===== config.mk =====
export PLATFORM = sky130hd
export DESIGN_NAME = graph_bfs_engine_top
export DESIGN_NICKNAME = d
export VERILOG_FILES = /design/src/design/gbe_pkg.sv /design/src/design/graph_bfs_engine_top.sv /design/src/design/gbe_nbr_mem.sv
export SDC_FILE = /design/constraint.sdc
export NUM_CORES = 2
export LEC_CHECK = 0
export ABC_AREA = 1
export BUFFER_PORTS_ARGS = -buffer_cell sky130_fd_sc_hd__buf_2
export CORE_MARGIN = 2
export CORE_UTILIZATION = 39
export DETAILED_ROUTE_END_ITERATION = 7
export HOLD_SLACK_MARGIN = 0.12
export MAX_ROUTING_LAYER = met4
export PLACE_DENSITY = 0.54
export REMOVE_ABC_BUFFERS = 1
export SLEW_MARGIN = 20
export SYNTH_ARGS = -nofsm -noshare
export SYNTH_HDL_FRONTEND = slang
export SYNTH_SLANG_ARGS = --single-unit

===== constraint.sdc =====
create_clock -name clk -period 37 [get_ports clk]
set_clock_uncertainty 0.05 [all_clocks]
set_input_delay 3.7 -clock clk [delete_from_list [all_inputs] [get_ports clk]]
set_output_delay 3.7 -clock clk [all_outputs]
set_load 0.02 [all_outputs]

===== src/design/gbe_pkg.sv =====
// ----------------------------------------------------------------------------
// gbe_pkg
// Shared types and constants of the graph search engine.
// ----------------------------------------------------------------------------
`default_nettype none
package gbe_pkg;
  localparam int MaxVertices = 32;
  localparam int MaxDegree   = 16;
  localparam int VW = 5;
  localparam int DW = $clog2(MaxDegree + 1);
  localparam int SW = $clog2(MaxDegree);
  localparam int AW = VW + SW;
  localparam int NW = VW + 1;

  localparam logic [DW-1:0] DegreeLimit = DW'(MaxDegree);
  localparam logic [NW-1:0] QueueLimit  = NW'(MaxVertices);
  localparam logic [DW-1:0] DegOne      = DW'(1);
  localparam logic [NW-1:0] PtrOne      = NW'(1);

  localparam logic [1:0] MODE_ADD    = 2'd0;
  localparam logic [1:0] MODE_SEARCH = 2'd1;
  localparam logic [1:0] MODE_CLEAR  = 2'd2;

  localparam logic [2:0] EV_DEQ      = 3'd0;
  localparam logic [2:0] EV_DISC     = 3'd1;
  localparam logic [2:0] EV_DONE     = 3'd2;
  localparam logic [2:0] EV_SELF     = 3'd3;
  localparam logic [2:0] EV_FULL     = 3'd4;
  localparam logic [2:0] EV_BADSTART = 3'd5;

  // Write port of the neighbour memory
  typedef struct packed {
    logic          we;
    logic [AW-1:0] addr;
    logic [VW-1:0] data;
  } nbr_wr_t;
endpackage
`default_nettype wire


===== src/design/graph_bfs_engine_top.sv =====
// ----------------------------------------------------------------------------
// graph_bfs_engine_top
// Graph store with breadth-first walk, neighbour lists in a synchronous RAM.
// ----------------------------------------------------------------------------
// channel | direction | handshake    | fields
// in      | input     | valid/stall  | mode first_vertex second_vertex start_vertex
// out     | output    | valid/stall  | vertex event_res last
// Single-word results are valid the cycle after the input is taken; an added
// edge first makes its two neighbour writes, in S_ADD and then S_ADD2.
// Search passes S_DEQ per dequeued vertex, then S_SCAN and S_CHK per neighbour
// entry (read, then check), as the neighbour RAM has a single read port.
// Each word is held one step until its successor is known, so a new word
// waits while the previous one still sits unaccepted at the output.
// Input stays stalled until the final word is taken. Reset clears degrees,
// vertex count and visited bits at once; no sweep.
`default_nettype none
module graph_bfs_engine_top (
  input  wire logic       clk,
  input  wire logic       rst,
  input  wire logic       in_valid,
  output logic            in_stall,
  input  wire logic [1:0] mode,
  input  wire logic [4:0] first_vertex,
  input  wire logic [4:0] second_vertex,
  input  wire logic [4:0] start_vertex,
  output logic            out_valid,
  input  wire logic       out_stall,
  output logic [4:0]      vertex,
  output logic [2:0]      event_res,
  output logic            last
);
  typedef enum logic [5:0] {
    S_IDLE  = 6'b000001,
    S_ADD   = 6'b000010,
    S_ADD2  = 6'b000100,
    S_DEQ   = 6'b001000,
    S_SCAN  = 6'b010000,
    S_CHK   = 6'b100000
  } state_t;

  state_t state;
  logic [gbe_pkg::DW-1:0] degree [gbe_pkg::MaxVertices];
  logic [gbe_pkg::MaxVertices-1:0] visited;
  logic [gbe_pkg::NW-1:0] vcount;
  logic [gbe_pkg::VW-1:0] queue [gbe_pkg::MaxVertices];
  logic [gbe_pkg::NW-1:0] qhead, qtail;
  logic [gbe_pkg::VW-1:0] va, vb, cur;
  logic [gbe_pkg::DW-1:0] idx;
  // word held back until its successor is known
  logic [gbe_pkg::VW-1:0] pvert;
  logic [2:0] pev;
  logic pvalid;
  logic accept, add_ok, start_ok, found, out_load;
  gbe_pkg::nbr_wr_t wr;
  logic [gbe_pkg::AW-1:0] raddr;
  logic [gbe_pkg::VW-1:0] rdata;

  gbe_nbr_mem u_mem (.clk(clk), .wr(wr), .raddr(raddr), .rdata(rdata));

  assign in_stall = (state != S_IDLE) || out_valid;
  assign raddr = {cur, idx[gbe_pkg::SW-1:0]};
  assign accept = in_valid && !in_stall;
  assign add_ok = (first_vertex != second_vertex) &&
                  (degree[first_vertex] < gbe_pkg::DegreeLimit) &&
                  (degree[second_vertex] < gbe_pkg::DegreeLimit);
  assign start_ok = {1'b0, start_vertex} < vcount;
  assign found = !visited[rdata] && (qtail < gbe_pkg::QueueLimit);

  always_comb begin
    wr = '0;
    if (state == S_ADD) begin
      wr.we = 1'b1;
      wr.addr = {va, degree[va][gbe_pkg::SW-1:0]};
      wr.data = vb;
    end else if (state == S_ADD2) begin
      wr.we = 1'b1;
      wr.addr = {vb, degree[vb][gbe_pkg::SW-1:0]};
      wr.data = va;
    end
  end

  // a word enters the output register only while it is empty
  always_comb begin
    unique case (state)
      S_IDLE: out_load = accept &&
                         ((mode == gbe_pkg::MODE_ADD && !add_ok) ||
                          (mode == gbe_pkg::MODE_SEARCH && !start_ok) ||
                          (mode == gbe_pkg::MODE_CLEAR));
      S_ADD2: out_load = 1'b1;
      S_DEQ:  out_load = pvalid && !out_valid;
      S_CHK:  out_load = found && !out_valid;
      default: out_load = 1'b0;
    endcase
  end

  always_ff @(posedge clk) begin
    if (rst) begin
      out_valid <= 1'b0;
    end else if (out_load) begin
      out_valid <= 1'b1;
    end else if (!out_stall) begin
      out_valid <= 1'b0;
    end
  end

  always_ff @(posedge clk) begin
    if (rst) begin
      state <= S_IDLE;
      visited <= '0;
      vcount <= '0;
      qhead <= '0;
      qtail <= '0;
      pvalid <= 1'b0;
      for (int i = 0; i < gbe_pkg::MaxVertices; i++) degree[i] <= '0;
    end else begin
      unique case (state)
        S_IDLE: begin
          if (accept) begin
            va <= first_vertex;
            vb <= second_vertex;
            last <= 1'b1;
            unique case (mode)
              gbe_pkg::MODE_ADD: begin
                if (first_vertex == second_vertex) begin
                  vertex <= first_vertex; event_res <= gbe_pkg::EV_SELF;
                end else if (degree[first_vertex] >= gbe_pkg::DegreeLimit) begin
                  vertex <= first_vertex; event_res <= gbe_pkg::EV_FULL;
                end else if (degree[second_vertex] >= gbe_pkg::DegreeLimit) begin
                  vertex <= second_vertex; event_res <= gbe_pkg::EV_FULL;
                end else begin
                  state <= S_ADD;
                end
              end
              gbe_pkg::MODE_SEARCH: begin
                if (!start_ok) begin
                  vertex <= start_vertex; event_res <= gbe_pkg::EV_BADSTART;
                end else begin
                  visited <= {{(gbe_pkg::MaxVertices-1){1'b0}}, 1'b1} << start_vertex;
                  queue[0] <= start_vertex;
                  qhead <= '0;
                  qtail <= gbe_pkg::PtrOne;
                  pvalid <= 1'b0;
                  state <= S_DEQ;
                end
              end
              gbe_pkg::MODE_CLEAR: begin
                vertex <= '0; event_res <= gbe_pkg::EV_DONE;
                vcount <= '0;
                visited <= '0;
                for (int i = 0; i < gbe_pkg::MaxVertices; i++) degree[i] <= '0;
              end
              default: ;
            endcase
          end
        end
        S_ADD: begin
          degree[va] <= degree[va] + gbe_pkg::DegOne;
          state <= S_ADD2;
        end
        S_ADD2: begin
          degree[vb] <= degree[vb] + gbe_pkg::DegOne;
          if (({1'b0, va} + gbe_pkg::PtrOne) > vcount && va > vb)
            vcount <= {1'b0, va} + gbe_pkg::PtrOne;
          else if (({1'b0, vb} + gbe_pkg::PtrOne) > vcount && vb > va)
            vcount <= {1'b0, vb} + gbe_pkg::PtrOne;
          vertex <= va; event_res <= gbe_pkg::EV_DONE; last <= 1'b1;
          state <= S_IDLE;
        end
        S_DEQ: begin
          if (qhead < qtail) begin
            if (!(pvalid && out_valid)) begin
              if (pvalid) begin
                vertex <= pvert; event_res <= pev; last <= 1'b0;
              end
              pvert <= queue[qhead[gbe_pkg::VW-1:0]];
              pev <= gbe_pkg::EV_DEQ;
              pvalid <= 1'b1;
              cur <= queue[qhead[gbe_pkg::VW-1:0]];
              qhead <= qhead + gbe_pkg::PtrOne;
              idx <= '0;
              state <= S_SCAN;
            end
          end else if (!out_valid) begin
            // queue drained: the held word is the final one
            vertex <= pvert; event_res <= pev; last <= 1'b1;
            pvalid <= 1'b0;
            state <= S_IDLE;
          end
        end
        S_SCAN: begin
          // issue read of entry idx; data arrives next cycle
          if (idx >= degree[cur]) begin
            state <= S_DEQ;
          end else begin
            state <= S_CHK;
          end
        end
        S_CHK: begin
          if (!found) begin
            idx <= idx + gbe_pkg::DegOne;
            state <= S_SCAN;
          end else if (!out_valid) begin
            vertex <= pvert; event_res <= pev; last <= 1'b0;
            pvert <= rdata;
            pev <= gbe_pkg::EV_DISC;
            visited[rdata] <= 1'b1;
            queue[qtail[gbe_pkg::VW-1:0]] <= rdata;
            qtail <= qtail + gbe_pkg::PtrOne;
            idx <= idx + gbe_pkg::DegOne;
            state <= S_SCAN;
          end
        end
        default: state <= S_IDLE;
      endcase
    end
  end
endmodule
`default_nettype wire


===== src/design/gbe_nbr_mem.sv =====
// ----------------------------------------------------------------------------
// gbe_nbr_mem
// Neighbour list memory: one write and one registered read per cycle.
// ----------------------------------------------------------------------------
`default_nettype none
module gbe_nbr_mem (
  input  wire logic                   clk,
  input  wire gbe_pkg::nbr_wr_t       wr,
  input  wire logic [gbe_pkg::AW-1:0] raddr,
  output logic      [gbe_pkg::VW-1:0] rdata
);
  logic [gbe_pkg::VW-1:0] mem [0:(1 << gbe_pkg::AW) - 1];

  always_ff @(posedge clk) begin
    if (wr.we) begin
      mem[wr.addr] <= wr.data;
    end
    rdata <= mem[raddr];
  end
endmodule
`default_nettype wire


==> results_tabular.tex <==
\begin{tabular}{lr}
\hline
Metric & Value \\
\hline
\multicolumn{2}{l}{\textbf{Run status}} \\
Result of the run & finished, violations left \\
Violated checks & DRC \\
\multicolumn{2}{l}{\textbf{Clocking}} \\
CTS sink count & 2998 \\
Clock network latency to the later pin of the worst-skew pair & 930 ps \\
Number of clock buffers inserted by TritonCTS & 320 \\
Number of resized instances in the post-cts repair step & 0 \\
Root buf cell & sky130\_fd\_sc\_hd\_\_clkbuf\_16 \\
Htree depth & 5 \\
Clock transition at the register clock pins on the worst setup and hold paths after CTS & 60 ps \\
Hold buffers post-CTS & 0 \\
Maximum count of clock buffers along a single path & 4 \\
Clock tree from TritonCTS & built \\
Buffers inserted during post-CTS setup optimization & 0 \\
\multicolumn{2}{l}{\textbf{Route}} \\
Aggregate routed wire length & 397 mm \\
First-pass DRT Iterations & 8 \\
Antenna violation net count after detailed routing & 0 \\
Via total after detailed routing & 91.2k \\
Post-detailed-route DRC marker count & 1 \\
First-iteration detailed-routing DRC count & 10.8k \\
Drt wl/cell & 24.9 um \\
Detailed-route vias per instance & 5.72 \\
\multicolumn{2}{l}{\textbf{Final layout}} \\
Growth of design area from synthesis to finish & 10.9\% \\
Top library cells by usage in the layout, fill and taps aside & sky130\_fd\_sc\_hd\_\_edfxtp\_1 (2915), sky130\_fd\_sc\_hd\_\_nor2\_1 (2797), sky130\_fd\_sc\_hd\_\_o21ai\_0 (1620) \\
Share of cells above drive strength 1 & 6.42\% \\
Utilization of the core after routing & 43.5\% \\
Final layout net count & 11.4k \\
Filler cell count & 30.5k \\
Commonest non-fill, non-tap cell in the layout & sky130\_fd\_sc\_hd\_\_edfxtp\_1 \\
\multicolumn{2}{l}{\textbf{Logic synthesis}} \\
Count of different cell masters after synthesis & 50 \\
Post-synthesis sequential area ratio & 69.5\% \\
Primary flip-flop cell chosen by synthesis mapping & sky130\_fd\_sc\_hd\_\_edfxtp\_1 \\
Gate Count Post-Synth & 11.6k \\
Avg Cell Area, Syn & 11.0 um\^{}2 \\
Fraction of registers with async set or reset after synthesis & 0\% \\
Synth top area share & 68.2\% \\
EDFF count, synth & 2915 \\
Cell types occupying the most area after synthesis & sky130\_fd\_sc\_hd\_\_edfxtp\_1 (68\%), sky130\_fd\_sc\_hd\_\_nor2\_1 (8.2\%), sky130\_fd\_sc\_hd\_\_o21ai\_0 (6.3\%) \\
Yosys Warn Count & 0 \\
Post-Synthesis Cell Area & 128000 um\^{}2 \\
Cell type with the highest aggregate area in the netlist & sky130\_fd\_sc\_hd\_\_edfxtp\_1 \\
Count of state elements after synthesis & 2998 \\
\multicolumn{2}{l}{\textbf{Floorplanning}} \\
Height of the die & 577 um \\
Count of boundary I/O pins & 32 \\
Standard cell core area & 327000 um\^{}2 \\
Std-Cell Rows & 210 \\
Initial core utilization & 39.2\% \\
Overall die width & 577 um \\
Full die area & 333000 um\^{}2 \\
\multicolumn{2}{l}{\textbf{Worst setup path}} \\
Critical Path Sink Type & flop \\
Worst R2R Path Depth & 18 \\
Worst Setup SP & idx[0]\$\_SDFFCE\_PN0P\_ \\
Origin of the critical flop-to-flop path & idx[0]\$\_SDFFCE\_PN0P\_ \\
Crit Path Class & flop to flop \\
Endpoint of the worst register-to-register path & u\_mem.rdata[3]\$\_DFF\_P\_ \\
Required time reported for the critical path endpoint & 37800 ps \\
Data arrival, critical path & 7620 ps \\
R2r setup slk & 30180 ps \\
Top fanout value on the critical path & 207 \\
Critical path startpoint category & flop \\
\multicolumn{2}{l}{\textbf{Timing}} \\
Hold violation total from the final report & 0 \\
Worst slew margin relative to its limit & 21.1\% \\
Worst setup slack after layout & 30180 ps \\
Setup TNS Final & 0 ps \\
Setup repair after global routing missed its margin & no \\
Achievable clock frequency & 147 MHz \\
Worst-margin pin slew & 1180 ps \\
Worst Hold Margin & 417 ps \\
Number of pins with negative max-slew slack in the final report & 0 \\
Total setup violations reported at the end of the flow & 0 \\
Final worst-path cycle share & 18.4\% \\
Minimum clock period after layout & 6820 ps \\
\multicolumn{2}{l}{\textbf{Placed design}} \\
Number of port buffers & 31 \\
Pre-CTS WS & 29910 ps \\
Post-DP HPWL & 226 mm \\
RePlAce Congestion & 0.900 \\
\multicolumn{2}{l}{\textbf{Global route}} \\
Vias in the first global route & 88.0k \\
Pin count of the biggest net entering global routing & 209 \\
Global Route Usage Sum & 23.9\% \\
Antenna violations before repair & 20 \\
Gr ovfl total & 0 \\
Global-route wire length before repair & 581 mm \\
\multicolumn{2}{l}{\textbf{Power}} \\
PD cells & 53.4 nW/um\^{}2 \\
Peak VDD IR & 0.0000534 V \\
Leakage power & 44.2 nW \\
Design Power & 7.60 mW \\
\multicolumn{2}{l}{\textbf{Min path}} \\
Startpoint of the worst hold path & visited[21]\$\_SDFFE\_PP0P\_ \\
End of the worst hold path & visited[21]\$\_SDFFE\_PP0P\_ \\
Count of cells along the worst hold path & 2 \\
Hold/Removal Path Class & flop to flop \\
\multicolumn{2}{l}{\textbf{Run}} \\
Number of max-capacitance violations reported & 0 \\
\hline
\end{tabular}
[logic make-up (layout without fill, tap and decap cells)]
logic type / after synthesis / in the layout / synth area share [%]
compound gates: 2529 / 2529 / 11.0
xor+xnor: 15 / 15 / 0.102
buf+inv: 1098 / 1030 / 3.42
flops: 2998 / 2998 / 69.5
other cells: 0 / 15 / 0
fa+ha+maj: 40 / 40 / 0.390
simple gates: 4965 / 4965 / 15.6
[layout make-up]
cell class              count  area [um^2]  share of cell area [%]
clock inverters           167         1620                    1.14
diodes                     15         37.5                  0.0264
clock buffers             406         8490                    5.97
repair buffers            178         1390                   0.975
flip-flops and latches   2998        89200                    62.7
well taps                4346         5440                    3.82
inverters                 279         1080                   0.761
multi-input cells        7549        35000                    24.6
[per-stage QoR]
step	std cells	cell area, um^2
after floorplan	10800	125000
after CTS	15900	142000
final	15900	142000
after global routing	15900	142000
after global placement	15400	132000
after detailed placement	15400	132000
[sequential cells by signal (all words and copies together) (netlist names), named ones only]
register     cells
pvalid           1
pev              1
u_mem.mem     2560
vertex           5
state            6
cur              5
visited         32
qhead            6
out_valid        1
vb               5
degree         160
last             1
idx              5
event_res        3
va               5
pvert            5
u_mem.rdata      5
vcount           6
queue          160
qtail            6
[cells in the mapped netlist, types with 7 or more instances]
cell type	count
sky130_fd_sc_hd__o21ai_1	14
sky130_fd_sc_hd__ha_1	40
sky130_fd_sc_hd__buf_1	66
sky130_fd_sc_hd__a31oi_1	12
sky130_fd_sc_hd__o22ai_1	136
sky130_fd_sc_hd__or2_2	39
sky130_fd_sc_hd__edfxtp_1	2915
sky130_fd_sc_hd__clkinv_1	11
sky130_fd_sc_hd__o211ai_1	338
sky130_fd_sc_hd__o21ai_0	1625
sky130_fd_sc_hd__nand2_1	1213
sky130_fd_sc_hd__nand4_1	33
sky130_fd_sc_hd__nor3_1	48
sky130_fd_sc_hd__dfxtp_1	83
sky130_fd_sc_hd__buf_2	207
sky130_fd_sc_hd__xor2_1	10
sky130_fd_sc_hd__nor2_2	7
sky130_fd_sc_hd__nand3_1	810
sky130_fd_sc_hd__inv_2	17
sky130_fd_sc_hd__nor2_1	2799
sky130_fd_sc_hd__o221ai_1	58
sky130_fd_sc_hd__a21oi_1	311
sky130_fd_sc_hd__inv_1	251
sky130_fd_sc_hd__clkbuf_1	543
[power breakdown]
group	switching, mW	internal, mW
logic	0.513	0.145
registers	0.0451	3.76
clock network	1.35	1.79
total	1.91	5.70
[worst max-delay path, stage by stage, from the launching register on]
cell and delay [ps]:
sky130_fd_sc_hd__edfxtp_1 500, sky130_fd_sc_hd__inv_8 700, sky130_fd_sc_hd__buf_4 820, sky130_fd_sc_hd__buf_12 670, sky130_fd_sc_hd__buf_4 830, sky130_fd_sc_hd__buf_4 760
sky130_fd_sc_hd__buf_4 690, sky130_fd_sc_hd__o21ai_0 180, sky130_fd_sc_hd__o21ai_0 180, sky130_fd_sc_hd__nand2_1 60, sky130_fd_sc_hd__nand2_1 90, sky130_fd_sc_hd__nor2_1 50
sky130_fd_sc_hd__nand2_1 60, sky130_fd_sc_hd__nand3_1 160, sky130_fd_sc_hd__nand3_1 120, sky130_fd_sc_hd__nand3_1 150, sky130_fd_sc_hd__nand2_1 120, sky130_fd_sc_hd__nand2_1 50
sky130_fd_sc_hd__nand2_1 80
[metal layers]
layer | up-vias | share of wire (%) | GRT usage, %
li1 | 40900 | - | -
met1 | 45600 | 43 | 33.0
met2 | 4043 | 46 | 36.7
met3 | 732 | 7.9 | 3.11
met4 | 0 | 3.2 | 7.50
met5 | - | 0 | -
[worst max-delay path by stage]
stage	end	cells past startpoint	slack, ps
after floorplan	u_mem.rdata[4]$_DFF_P_	15	-32760
after global placement	degree[7][4]$_SDFFCE_PN0P_	10	29930
after detailed placement	degree[17][4]$_SDFFCE_PN0P_	10	29910
after CTS	u_mem.rdata[3]$_DFF_P_	18	30280
after global routing	u_mem.rdata[3]$_DFF_P_	18	29760
final	u_mem.rdata[3]$_DFF_P_	18	30180
No activity file was read; power rests on OpenSTA's default activity.
